--- src/hw/rtl/twlru_pkg.sv ---
// ----------------------------------------------------------------------------
// twlru_pkg
// Shared types for the two-way LRU cache hit checker.
// ----------------------------------------------------------------------------
package twlru_pkg;

  typedef struct packed {
    logic busy;
    logic done;
  } div_status_t;

endpackage

--- src/hw/rtl/twlru_ram.sv ---
// ----------------------------------------------------------------------------
// twlru_ram
// Generic single-clock RAM with one write port and one registered read port.
// ----------------------------------------------------------------------------
module twlru_ram #(
  parameter int WIDTH = 8,
  parameter int DEPTH = 4,
  parameter int AW    = (DEPTH > 1) ? $clog2(DEPTH) : 1
) (
  input  logic             clk,
  input  logic             wr_en,
  input  logic [AW-1:0]    wr_addr,
  input  logic [WIDTH-1:0] wr_data,
  input  logic             rd_en,
  input  logic [AW-1:0]    rd_addr,
  output logic [WIDTH-1:0] rd_data
);

  logic [WIDTH-1:0] mem [DEPTH];

  always_ff @(posedge clk) begin
    if (wr_en) begin
      mem[wr_addr] <= wr_data;
    end
    if (rd_en) begin
      rd_data <= mem[rd_addr];
    end
  end

endmodule

--- src/hw/rtl/twlru_divider.sv ---
// ----------------------------------------------------------------------------
// twlru_divider
// Division by a fixed divisor through multiplication by its reciprocal.
// The quotient is registered on start and the remainder next, from the
// busy state, when done rises.
// ----------------------------------------------------------------------------
module twlru_divider
  import twlru_pkg::*;
#(
  parameter int DW      = 16,
  parameter int DIVISOR = 2,
  parameter int REM_W   = $clog2(DIVISOR + 1)
) (
  input  logic             clk,
  input  logic             rst,
  input  logic             start,
  input  logic [DW-1:0]    dividend,
  output div_status_t      status,
  output logic [DW-1:0]    quotient,
  output logic [REM_W-1:0] remainder
);

  localparam int SH = DW + $clog2(DIVISOR);
  localparam int PW = SH + DW;
  localparam int RW = DW + 1;
  localparam logic [RW-1:0] RECIP =
    RW'(((64'd1 << SH) + 64'(DIVISOR) - 64'd1) / 64'(DIVISOR));

  logic          busy;
  logic          done;
  logic [DW-1:0] num;
  logic [PW-1:0] prod;
  logic [DW-1:0] back;

  always_comb begin
    prod = PW'(dividend) * PW'(RECIP);
    back = quotient * DW'(DIVISOR);
  end

  always_ff @(posedge clk) begin
    if (rst) begin
      busy <= 1'b0;
      done <= 1'b0;
    end else if (start) begin
      num      <= dividend;
      quotient <= prod[SH +: DW];
      busy     <= 1'b1;
      done     <= 1'b0;
    end else if (busy) begin
      remainder <= REM_W'(num - back);
      busy      <= 1'b0;
      done      <= 1'b1;
    end
  end

  assign status = '{busy: busy, done: done};

endmodule

--- src/hw/rtl/two_way_lru_cache_hit_check.sv ---
// ----------------------------------------------------------------------------
// two_way_lru_cache_hit_check
// Hit/miss classifier for a two-way set-associative cache with LRU refill.
//
// The input channel (in_valid/in_stall) carries one block address per
// transaction, with start_new to clear the cache and the counters first.
// The output channel (out_valid/out_stall) returns one result per input:
// hit flag, way used, and saturating hit and miss counts.
// The address is split into set and tag by a reciprocal multiplication
// in the divider, quotient first and remainder next; one read and one
// write of the set's row in the tag RAM follow, and the result is
// registered with the write. The next input is taken once it is registered.
// With start_new all set rows are swept first, one per cycle.
// After reset a clearing pass over all SETS rows runs before in_stall drops.
// A stalled result holds in the output register while the next input is
// taken; the block then waits with its update until the register is free.
// ----------------------------------------------------------------------------
module two_way_lru_cache_hit_check
  import twlru_pkg::*;
#(
  parameter int SETS       = 2,
  parameter int ADDR_BITS  = 16,
  parameter int COUNT_BITS = 16
) (
  input  logic        clk,
  input  logic        rst,
  input  logic        in_valid,
  output logic        in_stall,
  input  logic [15:0] block_address,
  input  logic        start_new,
  output logic        out_valid,
  input  logic        out_stall,
  output logic        hit,
  output logic        way_used,
  output logic [15:0] hit_count,
  output logic [15:0] miss_count
);

  localparam longint TAG_MAX = ((64'd1 << ADDR_BITS) - 1) / SETS;
  localparam int TAG_W  = (TAG_MAX > 0) ? $clog2(TAG_MAX + 1) : 1;
  localparam int SET_W  = (SETS > 1) ? $clog2(SETS) : 1;
  localparam int REM_W  = $clog2(SETS + 1);
  localparam int ROW_W  = 2 * TAG_W + 3;

  typedef enum logic [2:0] {
    S_INIT,
    S_IDLE,
    S_CLEAR,
    S_DIV,
    S_UPDATE
  } state_t;

  state_t              state;
  logic [SET_W-1:0]    sweep;
  logic                sweep_last;
  logic [COUNT_BITS-1:0] hits;
  logic [COUNT_BITS-1:0] misses;
  logic [COUNT_BITS-1:0] hits_next;
  logic [COUNT_BITS-1:0] misses_next;

  div_status_t         div_status;
  logic [ADDR_BITS-1:0] div_quot;
  logic [REM_W-1:0]    div_rem;
  logic                div_start;

  logic                ram_wr_en;
  logic [SET_W-1:0]    ram_wr_addr;
  logic [ROW_W-1:0]    ram_wr_data;
  logic                ram_rd_en;
  logic [ROW_W-1:0]    ram_rd_data;

  logic [TAG_W-1:0]    cur_tag;
  logic [SET_W-1:0]    cur_set;
  logic [TAG_W-1:0]    tag0;
  logic [TAG_W-1:0]    tag1;
  logic                v0;
  logic                v1;
  logic                rec;
  logic                hit0;
  logic                hit1;
  logic                hit_now;
  logic                way_now;
  logic [ROW_W-1:0]    new_row;
  logic                finish;

  assign in_stall   = (state != S_IDLE);
  assign div_start  = in_valid && !in_stall;
  assign sweep_last = (sweep == SET_W'(SETS - 1));
  assign cur_tag    = div_quot[TAG_W-1:0];
  assign cur_set    = div_rem[SET_W-1:0];
  assign finish     = (state == S_UPDATE) && !(out_valid && out_stall);

  twlru_divider #(
    .DW      (ADDR_BITS),
    .DIVISOR (SETS),
    .REM_W   (REM_W)
  ) u_divider (
    .clk       (clk),
    .rst       (rst),
    .start     (div_start),
    .dividend  (ADDR_BITS'(block_address)),
    .status    (div_status),
    .quotient  (div_quot),
    .remainder (div_rem)
  );

  always_comb begin
    tag0    = ram_rd_data[TAG_W-1:0];
    tag1    = ram_rd_data[2*TAG_W-1:TAG_W];
    v0      = ram_rd_data[2*TAG_W];
    v1      = ram_rd_data[2*TAG_W+1];
    rec     = ram_rd_data[2*TAG_W+2];
    hit0    = v0 && (tag0 == cur_tag);
    hit1    = v1 && (tag1 == cur_tag);
    hit_now = hit0 || hit1;
    if (hit0) begin
      way_now = 1'b0;
    end else if (hit1) begin
      way_now = 1'b1;
    end else if (!v0) begin
      way_now = 1'b0;
    end else if (!v1) begin
      way_now = 1'b1;
    end else begin
      way_now = !rec;
    end
    new_row = ram_rd_data;
    new_row[2*TAG_W+2] = way_now;
    if (!hit_now) begin
      if (way_now) begin
        new_row[2*TAG_W-1:TAG_W] = cur_tag;
        new_row[2*TAG_W+1]       = 1'b1;
      end else begin
        new_row[TAG_W-1:0] = cur_tag;
        new_row[2*TAG_W]   = 1'b1;
      end
    end
    hits_next   = hits;
    misses_next = misses;
    if (hit_now) begin
      if (hits != '1) begin
        hits_next = hits + 1'b1;
      end
    end else begin
      if (misses != '1) begin
        misses_next = misses + 1'b1;
      end
    end
    ram_wr_en   = (state == S_INIT) || (state == S_CLEAR) || finish;
    ram_wr_addr = finish ? cur_set : sweep;
    ram_wr_data = finish ? new_row : '0;
    ram_rd_en   = (state == S_DIV) && div_status.done;
  end

  twlru_ram #(
    .WIDTH (ROW_W),
    .DEPTH (SETS),
    .AW    (SET_W)
  ) u_tag_ram (
    .clk     (clk),
    .wr_en   (ram_wr_en),
    .wr_addr (ram_wr_addr),
    .wr_data (ram_wr_data),
    .rd_en   (ram_rd_en),
    .rd_addr (cur_set),
    .rd_data (ram_rd_data)
  );

  always_ff @(posedge clk) begin
    if (rst) begin
      state     <= S_INIT;
      sweep     <= '0;
      out_valid <= 1'b0;
      hits      <= '0;
      misses    <= '0;
    end else begin
      if (finish) begin
        out_valid <= 1'b1;
      end else if (out_valid && !out_stall) begin
        out_valid <= 1'b0;
      end
      case (state)
        S_INIT, S_CLEAR: begin
          if (sweep_last) begin
            sweep <= '0;
            state <= (state == S_INIT) ? S_IDLE : S_DIV;
          end else begin
            sweep <= sweep + 1'b1;
          end
        end
        S_IDLE: begin
          if (in_valid) begin
            if (start_new) begin
              hits   <= '0;
              misses <= '0;
              state  <= S_CLEAR;
            end else begin
              state <= S_DIV;
            end
          end
        end
        S_DIV: begin
          if (div_status.done) begin
            state <= S_UPDATE;
          end
        end
        S_UPDATE: begin
          if (finish) begin
            hit        <= hit_now;
            way_used   <= way_now;
            hit_count  <= 16'(hits_next);
            miss_count <= 16'(misses_next);
            hits       <= hits_next;
            misses     <= misses_next;
            state      <= S_IDLE;
          end
        end
        default: begin
          sweep <= '0;
          state <= S_INIT;
        end
      endcase
    end
  end

endmodule

--- config.mk ---
export PLATFORM = sky130hd
export DESIGN_NAME = two_way_lru_cache_hit_check
export DESIGN_NICKNAME = d
export VERILOG_FILES = /design/src/hw/rtl/twlru_pkg.sv /design/src/hw/rtl/twlru_ram.sv /design/src/hw/rtl/twlru_divider.sv /design/src/hw/rtl/two_way_lru_cache_hit_check.sv
export SDC_FILE = /design/constraint.sdc
export NUM_CORES = 1
export LEC_CHECK = 0
export BUFFER_PORTS_ARGS = -buffer_cell sky130_fd_sc_hd__buf_2
export CORE_MARGIN = 2
export CORE_UTILIZATION = 25
export CTS_BUF_LIST = sky130_fd_sc_hd__clkbuf_4
export DETAILED_ROUTE_END_ITERATION = 7
export PLACE_DENSITY = 0.42
export SLEW_MARGIN = 20
export SYNTH_ARGS = -nofsm -noshare
export SYNTH_HDL_FRONTEND = slang
export SYNTH_SLANG_ARGS = --single-unit
--- constraint.sdc ---
create_clock -name clk -period 4.2 [get_ports clk]
set_input_delay 0.63 -clock clk [delete_from_list [all_inputs] [get_ports clk]]
set_output_delay 0.63 -clock clk [all_outputs]
set_load 0.1 [all_outputs]
# Yosys cells after proc, flatten, opt, wreduce, memory -nomap -nowiden
# Memories as Yosys holds them, arrays and structs flattened. A register that Yosys moved wholly into a read port is not among the register bits.
# Cells that the tools add are included.
dict set report word_totals {
  reg_bits 90
  ram_bits 66
  word_cells 95
  n_memories 1
}
dict set report op_classes {
  n_addsub 4
  eq_ne 14
  muxes 35
  bitwise_logic 2
  n_reduce_logical 25
}
# memory words width read_ports rd_clocked_by_memory_dff write_ports line
set memory_table {}
lappend memory_table {u_tag_ram.mem 2 33 1 1 1 twlru_ram.sv:19} ;# logic [WIDTH-1:0] mem [DEPTH];
# operator n
set ops {}
lappend ops {{two-way mux 16 bit} 8}
lappend ops {{one-hot mux 16 bit (2 select lines)} 2}
lappend ops {{two-way mux 33 bit} 1}
lappend ops {{adder 16 x 1 -> 16 bit, second input constant} 2}
lappend ops {{two-way mux 32 bit} 1}
lappend ops {{!= test 16 bit, second input constant} 2}
lappend ops {{== test 15 bit} 2}
lappend ops {{two-way mux 15 bit} 2}
lappend ops {{two-way mux 1 bit} 14}
lappend ops {{two-way mux 3 bit} 4}
lappend ops {{one-hot mux 3 bit (4 select lines)} 1}
lappend ops {{!= test 2 bit, second input constant} 4}
lappend ops {{AND reduction 4 bit} 2}
lappend ops {{logical AND 1 bit} 7}
lappend ops {{== test 3 x 2 -> 1 bit, second input constant} 2}
lappend ops {{AND reduction 3 bit} 2}
lappend ops {{logical NOT 1 bit} 4}
lappend ops {{nonzero test 2 bit} 2}
lappend ops {{OR reduction 2 bit} 2}
lappend ops {{== test 3 x 1 -> 1 bit, second input constant} 1}
lappend ops {{== test 3 bit, second input constant} 1}
lappend ops {{logical NOT 3 bit} 1}
lappend ops {{logical OR 1 bit} 3}
lappend ops {{!= test 3 x 1 -> 1 bit, second input constant} 1}
lappend ops {{other kinds (8)} 9}

# Logic depth before layout (Yosys ltp)
dict set report depth {
  depth_word 8
  mapped_depth 9
}

# Hierarchy
# From an unflattened synthesis, not the netlist that was laid out.
dict set report hier_totals {
  hier_cells 655
  hier_area_um2 8694.6
}
# mod instances cells_each area_per_inst_um2 seq_area_each_um2
set by_module_without_submodules {}
lappend by_module_without_submodules {two_way_lru_cache_hit_check 1 487 4523.1 1761.7}
lappend by_module_without_submodules {twlru_ram 1 138 3540.9 2972.9}
lappend by_module_without_submodules {twlru_divider 1 30 630.6 550.5}

# Worst setup path after synthesis
# OpenSTA, ideal clock, no wires.
dict set report synth_timing {
  kind {reg2reg}
  from {reg state[0]}
  to {mem u_tag_ram.mem[0][0] in the netlist's numbering (enable)}
  setup_ns 0.475
  arrival_time_ns 3.107
  t_required_ns 3.725
  slack_ns 0.618
  stages_incl_launch_ff 3
  path_buffers 1
  period_less_slack_ns 3.582
  cell_sequence {dfxtp_1 clkbuf_1 o32ai_1}
}
dict set report synth_via {
  elab_chain_len 5
}
# element line
set synth_rtl {}
lappend synth_rtl {{from (decl)} two_way_lru_cache_hit_check.sv:53} ;# state_t state;
lappend synth_rtl {{from (signal assigned)} two_way_lru_cache_hit_check.sv:186} ;# state <= (state == S_INIT) ? S_IDLE : S_DIV;
lappend synth_rtl {{== test 3 x 2 -> 1 bit, or another cell as far along} two_way_lru_cache_hit_check.sv:149} ;# ram_wr_en = (state == S_INIT) || (state == S_CLEAR) || finish;
lappend synth_rtl {{logical OR 1 bit or logical AND 1 bit (tied branches)} {two_way_lru_cache_hit_check.sv:149, two_way_lru_cache_hit_check.sv:91}}
lappend synth_rtl {{logical OR 1 bit} two_way_lru_cache_hit_check.sv:149}
lappend synth_rtl {{two-way mux 1 bit} twlru_ram.sv:22} ;# if (wr_en) begin
lappend synth_rtl {{two-way mux 1 bit (not written as such)} twlru_ram.sv:23} ;# mem[wr_addr] <= wr_data;
lappend synth_rtl {{to (decl)} twlru_ram.sv:19}
# Parallel ways exist; a longest one is shown, timed or not.

# Worst setup path after layout
dict set report layout_timing {
  from {reg u_divider.quotient[9]}
  to {reg miss_count[1] (data pin)}
}
dict set report layout_via {
  elab_chain_len 4
}
# element line
set layout_rtl {}
lappend layout_rtl {{from (decl)} twlru_divider.sv:19} ;# output logic [DW-1:0] quotient,
lappend layout_rtl {{from (signal assigned)} twlru_divider.sv:46} ;# quotient <= prod[SH +: DW];
lappend layout_rtl {{== test 15 bit (on tied branches)} {two_way_lru_cache_hit_check.sv:113, two_way_lru_cache_hit_check.sv:114}}
lappend layout_rtl {{logical AND 1 bit (on tied branches)} {two_way_lru_cache_hit_check.sv:113, two_way_lru_cache_hit_check.sv:114}}
lappend layout_rtl {{logical OR 1 bit *} two_way_lru_cache_hit_check.sv:115} ;# hit_now = hit0 || hit1;
lappend layout_rtl {{two-way mux 16 bit *} two_way_lru_cache_hit_check.sv:140} ;# if (hit_now) begin
lappend layout_rtl {{net misses_next[1]} two_way_lru_cache_hit_check.sv:59} ;# logic [COUNT_BITS-1:0] misses_next;
lappend layout_rtl {{to (signal assigned)} two_way_lru_cache_hit_check.sv:212} ;# miss_count <= 16'(misses_next);
lappend layout_rtl {{to (decl)} two_way_lru_cache_hit_check.sv:36} ;# output logic [15:0] miss_count
# Mark *: on every way through the listed nets, which the timed path passes. The rest lies on a longest branch.
# A chain may end at the register's enable or synchronous reset.

==> qor.yml <==
pwr:
  peakVddDrop_mv: 0.272
  p_total_mw: 3.58
  pwr_density_cell_nw_per_um2: 369
  p_leak_nw: 3.26
die:
  dieWidth_um: 190
  placementRows: 68
  dieArea_um2: 36100
  initial_core_util_pct: 25.2
  coreArea_um2: 34300
  boundaryPins: 57
  die_h_um: 190
route:
  first_pass_iters: 5
  vias: 5616
  drt_iter0_drc: 326
  viasPerCell: 4.66
  postRouteWirelength_um: 20500
  final_antenna_net_count: 0
  detail_route.wl_per_cell_um: 17.0
  drc: 0
yosys:
  ys_async_sr_fraction_pct: 0
  syn_area_um2: 8650
  avgSynthCellArea_um2: 12.5
  synth_xor_area_share_pct: 5.26
  yosysSeqAreaShare_pct: 61.1
  synth_fa_ha_area_share_pct: 0.289
  ys_warn_count: 0
  synth_ff_type: "edfxtp_1"
  yosys.area_share.simple_pct: 14.0
  ys_ff_latch: 189
  synth_edf_count: 150
  yosys-mux-area-fraction_pct: 8.79
  synth_top_family_by_area: "simple AND/OR/NAND/NOR gates"
  synth_compound_area_share_pct: 7.82
  synth_cell_types: 66
  syn_inst: 694
  synth_nets: 717
grt:
  grt_pass1_vias: 5565
  antenna_found_initial: 1
  grt_max_degree: 50
  track_usage_pct: 11.7
  grt_first_pass_wirelength_um: 32100
  grt-ovfl-total: 0
critical_path:
  path_max_fanout: 24
  startpoint: "u_divider.quotient[9]"
  path_class: "reg2reg"
  r2r-end: "miss_count[1]"
  r2r_slack_ns: 1.34
  path_buf_inv: 1
  crit_slowest_cell: "or2_1"
  cp.arrival_ns: 3.23
  setup.worst_path.end_class: "register"
  start_kind: "register"
  crit_chain: "xnor2_1 -> nand4_1 -> nor4_4 -> or2_1 -> buf_12 -> nor2_1 -> mux2_2"
  worst-r2r-cell-count: 7
  slowest_delay_ns: 0.54
  critical-path-top-delay-family: "simple AND/OR/NAND/NOR gates"
  r2r-start: "u_divider.quotient[9]"
  required_ns: 4.57
timing:
  rsz0062_at_grt: "no"
  setup_ws_ns: 1.34
  fin_crit_sh_pct: 68.0
  hold_viol_final: 0
  fmax_ghz: 0.350
  slew_violations: 0
  fin_crit_ns: 2.86
  holdWs_ns: 0.189
  tns_ns: 0
  worstMarginPinSlew_ns: 1.09
  maxSlewHeadroom_pct: 27.2
  clock_skew_ns: 0.0286
  setup_viol: 0
final_layout:
  final_nets: 760
  fin_util_pct: 28.3
  final_area_um2: 9710
  layout_commonest_cell: "edfxtp_1"
  drive_above_1_share_pct: 20.7
  final_cells: 1206
  areaGrowthSynthToFinish_pct: 12.2
  layout_common_cells: "edfxtp_1, nor2_1, buf_2"
clocking:
  insertion_delay_ns: 0.62
  cts_hold_buf: 0
  path_clk_slew_ns: 0.17
  numCtsBuffers: 17
  postCtsSetupRepairBufs: 0
  h-tree-depth: 4
  ctsLongestPathBuffers: 2
  clock_sinks: 189
  cts_tree: "built"
  cts-root-buf: "clkbuf_4"
  cts_resized: 0
placed_design:
  dp_slack_ns: 1.35
  dp_hpwl_um: 13200
  place_area_um2: 9440
  dp_cells: 1173
  io_buffers: 56
  gp_congestion: 0.746
run:
  drv_cap: 0
min_path:
  hp-start: "block_address[9]"
  holdPathEnd: "u_divider.quotient[8]"
  hold_path.class: "in2reg"
  hold_depth: 1
run_status:
  status: "complete, no violations"
[cell usage after synthesis, types with 4 or more instances]
cell type  number  area [um2]
or3_1           4        25.0
a32oi_1         5        43.8
and4_1          4        35.0
a21o_1          8        60.1
o211ai_1        5        37.5
nor4_1         10        62.6
xor2_1         10        87.6
nand4_1        29         181
and3_1         12        75.1
mux2_2         40         450
nor3_1         13        65.1
a21oi_1        13        65.1
nor2_1         62         233
clkbuf_1       20        75.1
xnor2_1        42         368
nand2_1        42         158
dfxtp_1        39         781
mux2i_1        31         310
a31oi_1        23         144
buf_2          19        95.1
and2_1          7        43.8
edfxtp_1      150        4500
inv_1           6        22.5
o21ai_0        14        70.1
nand3_1        20         100
[registers in the layout (all words and copies together) (netlist names), 3 cells and up]
signal              cells
u_tag_ram.rd_data      33
hits                   16
misses                 16
u_divider.quotient     15
state                   3
u_tag_ram.mem          66
hit_count              16
miss_count             16
[how the worst max path moves through the flow]
stage / endpoint / slack [ns] / cells past startpoint
6_report: miss_count[1] / 1.34 / 7
5_1_grt: miss_count[1] / 1.19 / 7
2_1_floorplan: u_tag_ram.mem[0][0] / 0.62 / 2
4_1_cts: miss_count[1] / 1.32 / 7
3_5_place_dp: miss_count[1] / 1.35 / 7
3_3_place_gp: miss_count[1] / 1.36 / 7
[final cells by class]
class,count,area [um2]
diodes,1,2.50
fillers,3550,24600
clock buffers,17,128
multi-input cells,453,3170
inverters,6,22.5
repair buffers,70,398
well taps,455,569
flip-flops and latches,189,5290
clock inverters,15,135
[logic make-up after synthesis]
logic type / Yosys count
flops: 189
buf+inv: 52
fa+ha+maj: 2
xor+xnor: 52
mux: 71
simple gates: 230
compound gates: 98
[per-layer routing]
metal / track usage, % / up-vias / wire, um
li1: - / 2725 / -
met1: 15.7 / 2770 / 10000
met2: 18.9 / 111 / 9560
met3: 2.49 / 10 / 705
met4: 3.55 / 0 / 206
met5: 0 / - / 0
[where the power goes]
part | switching [mW] | internal [mW] | leakage [nW] | total (mW)
combinational | 0.211 | 0.120 | 1.37 | 0.331
clock | 0.705 | 0.256 | 0.140 | 0.960
sequential | 0.0600 | 2.23 | 1.74 | 2.29
Power figures use the tool's default switching activity.
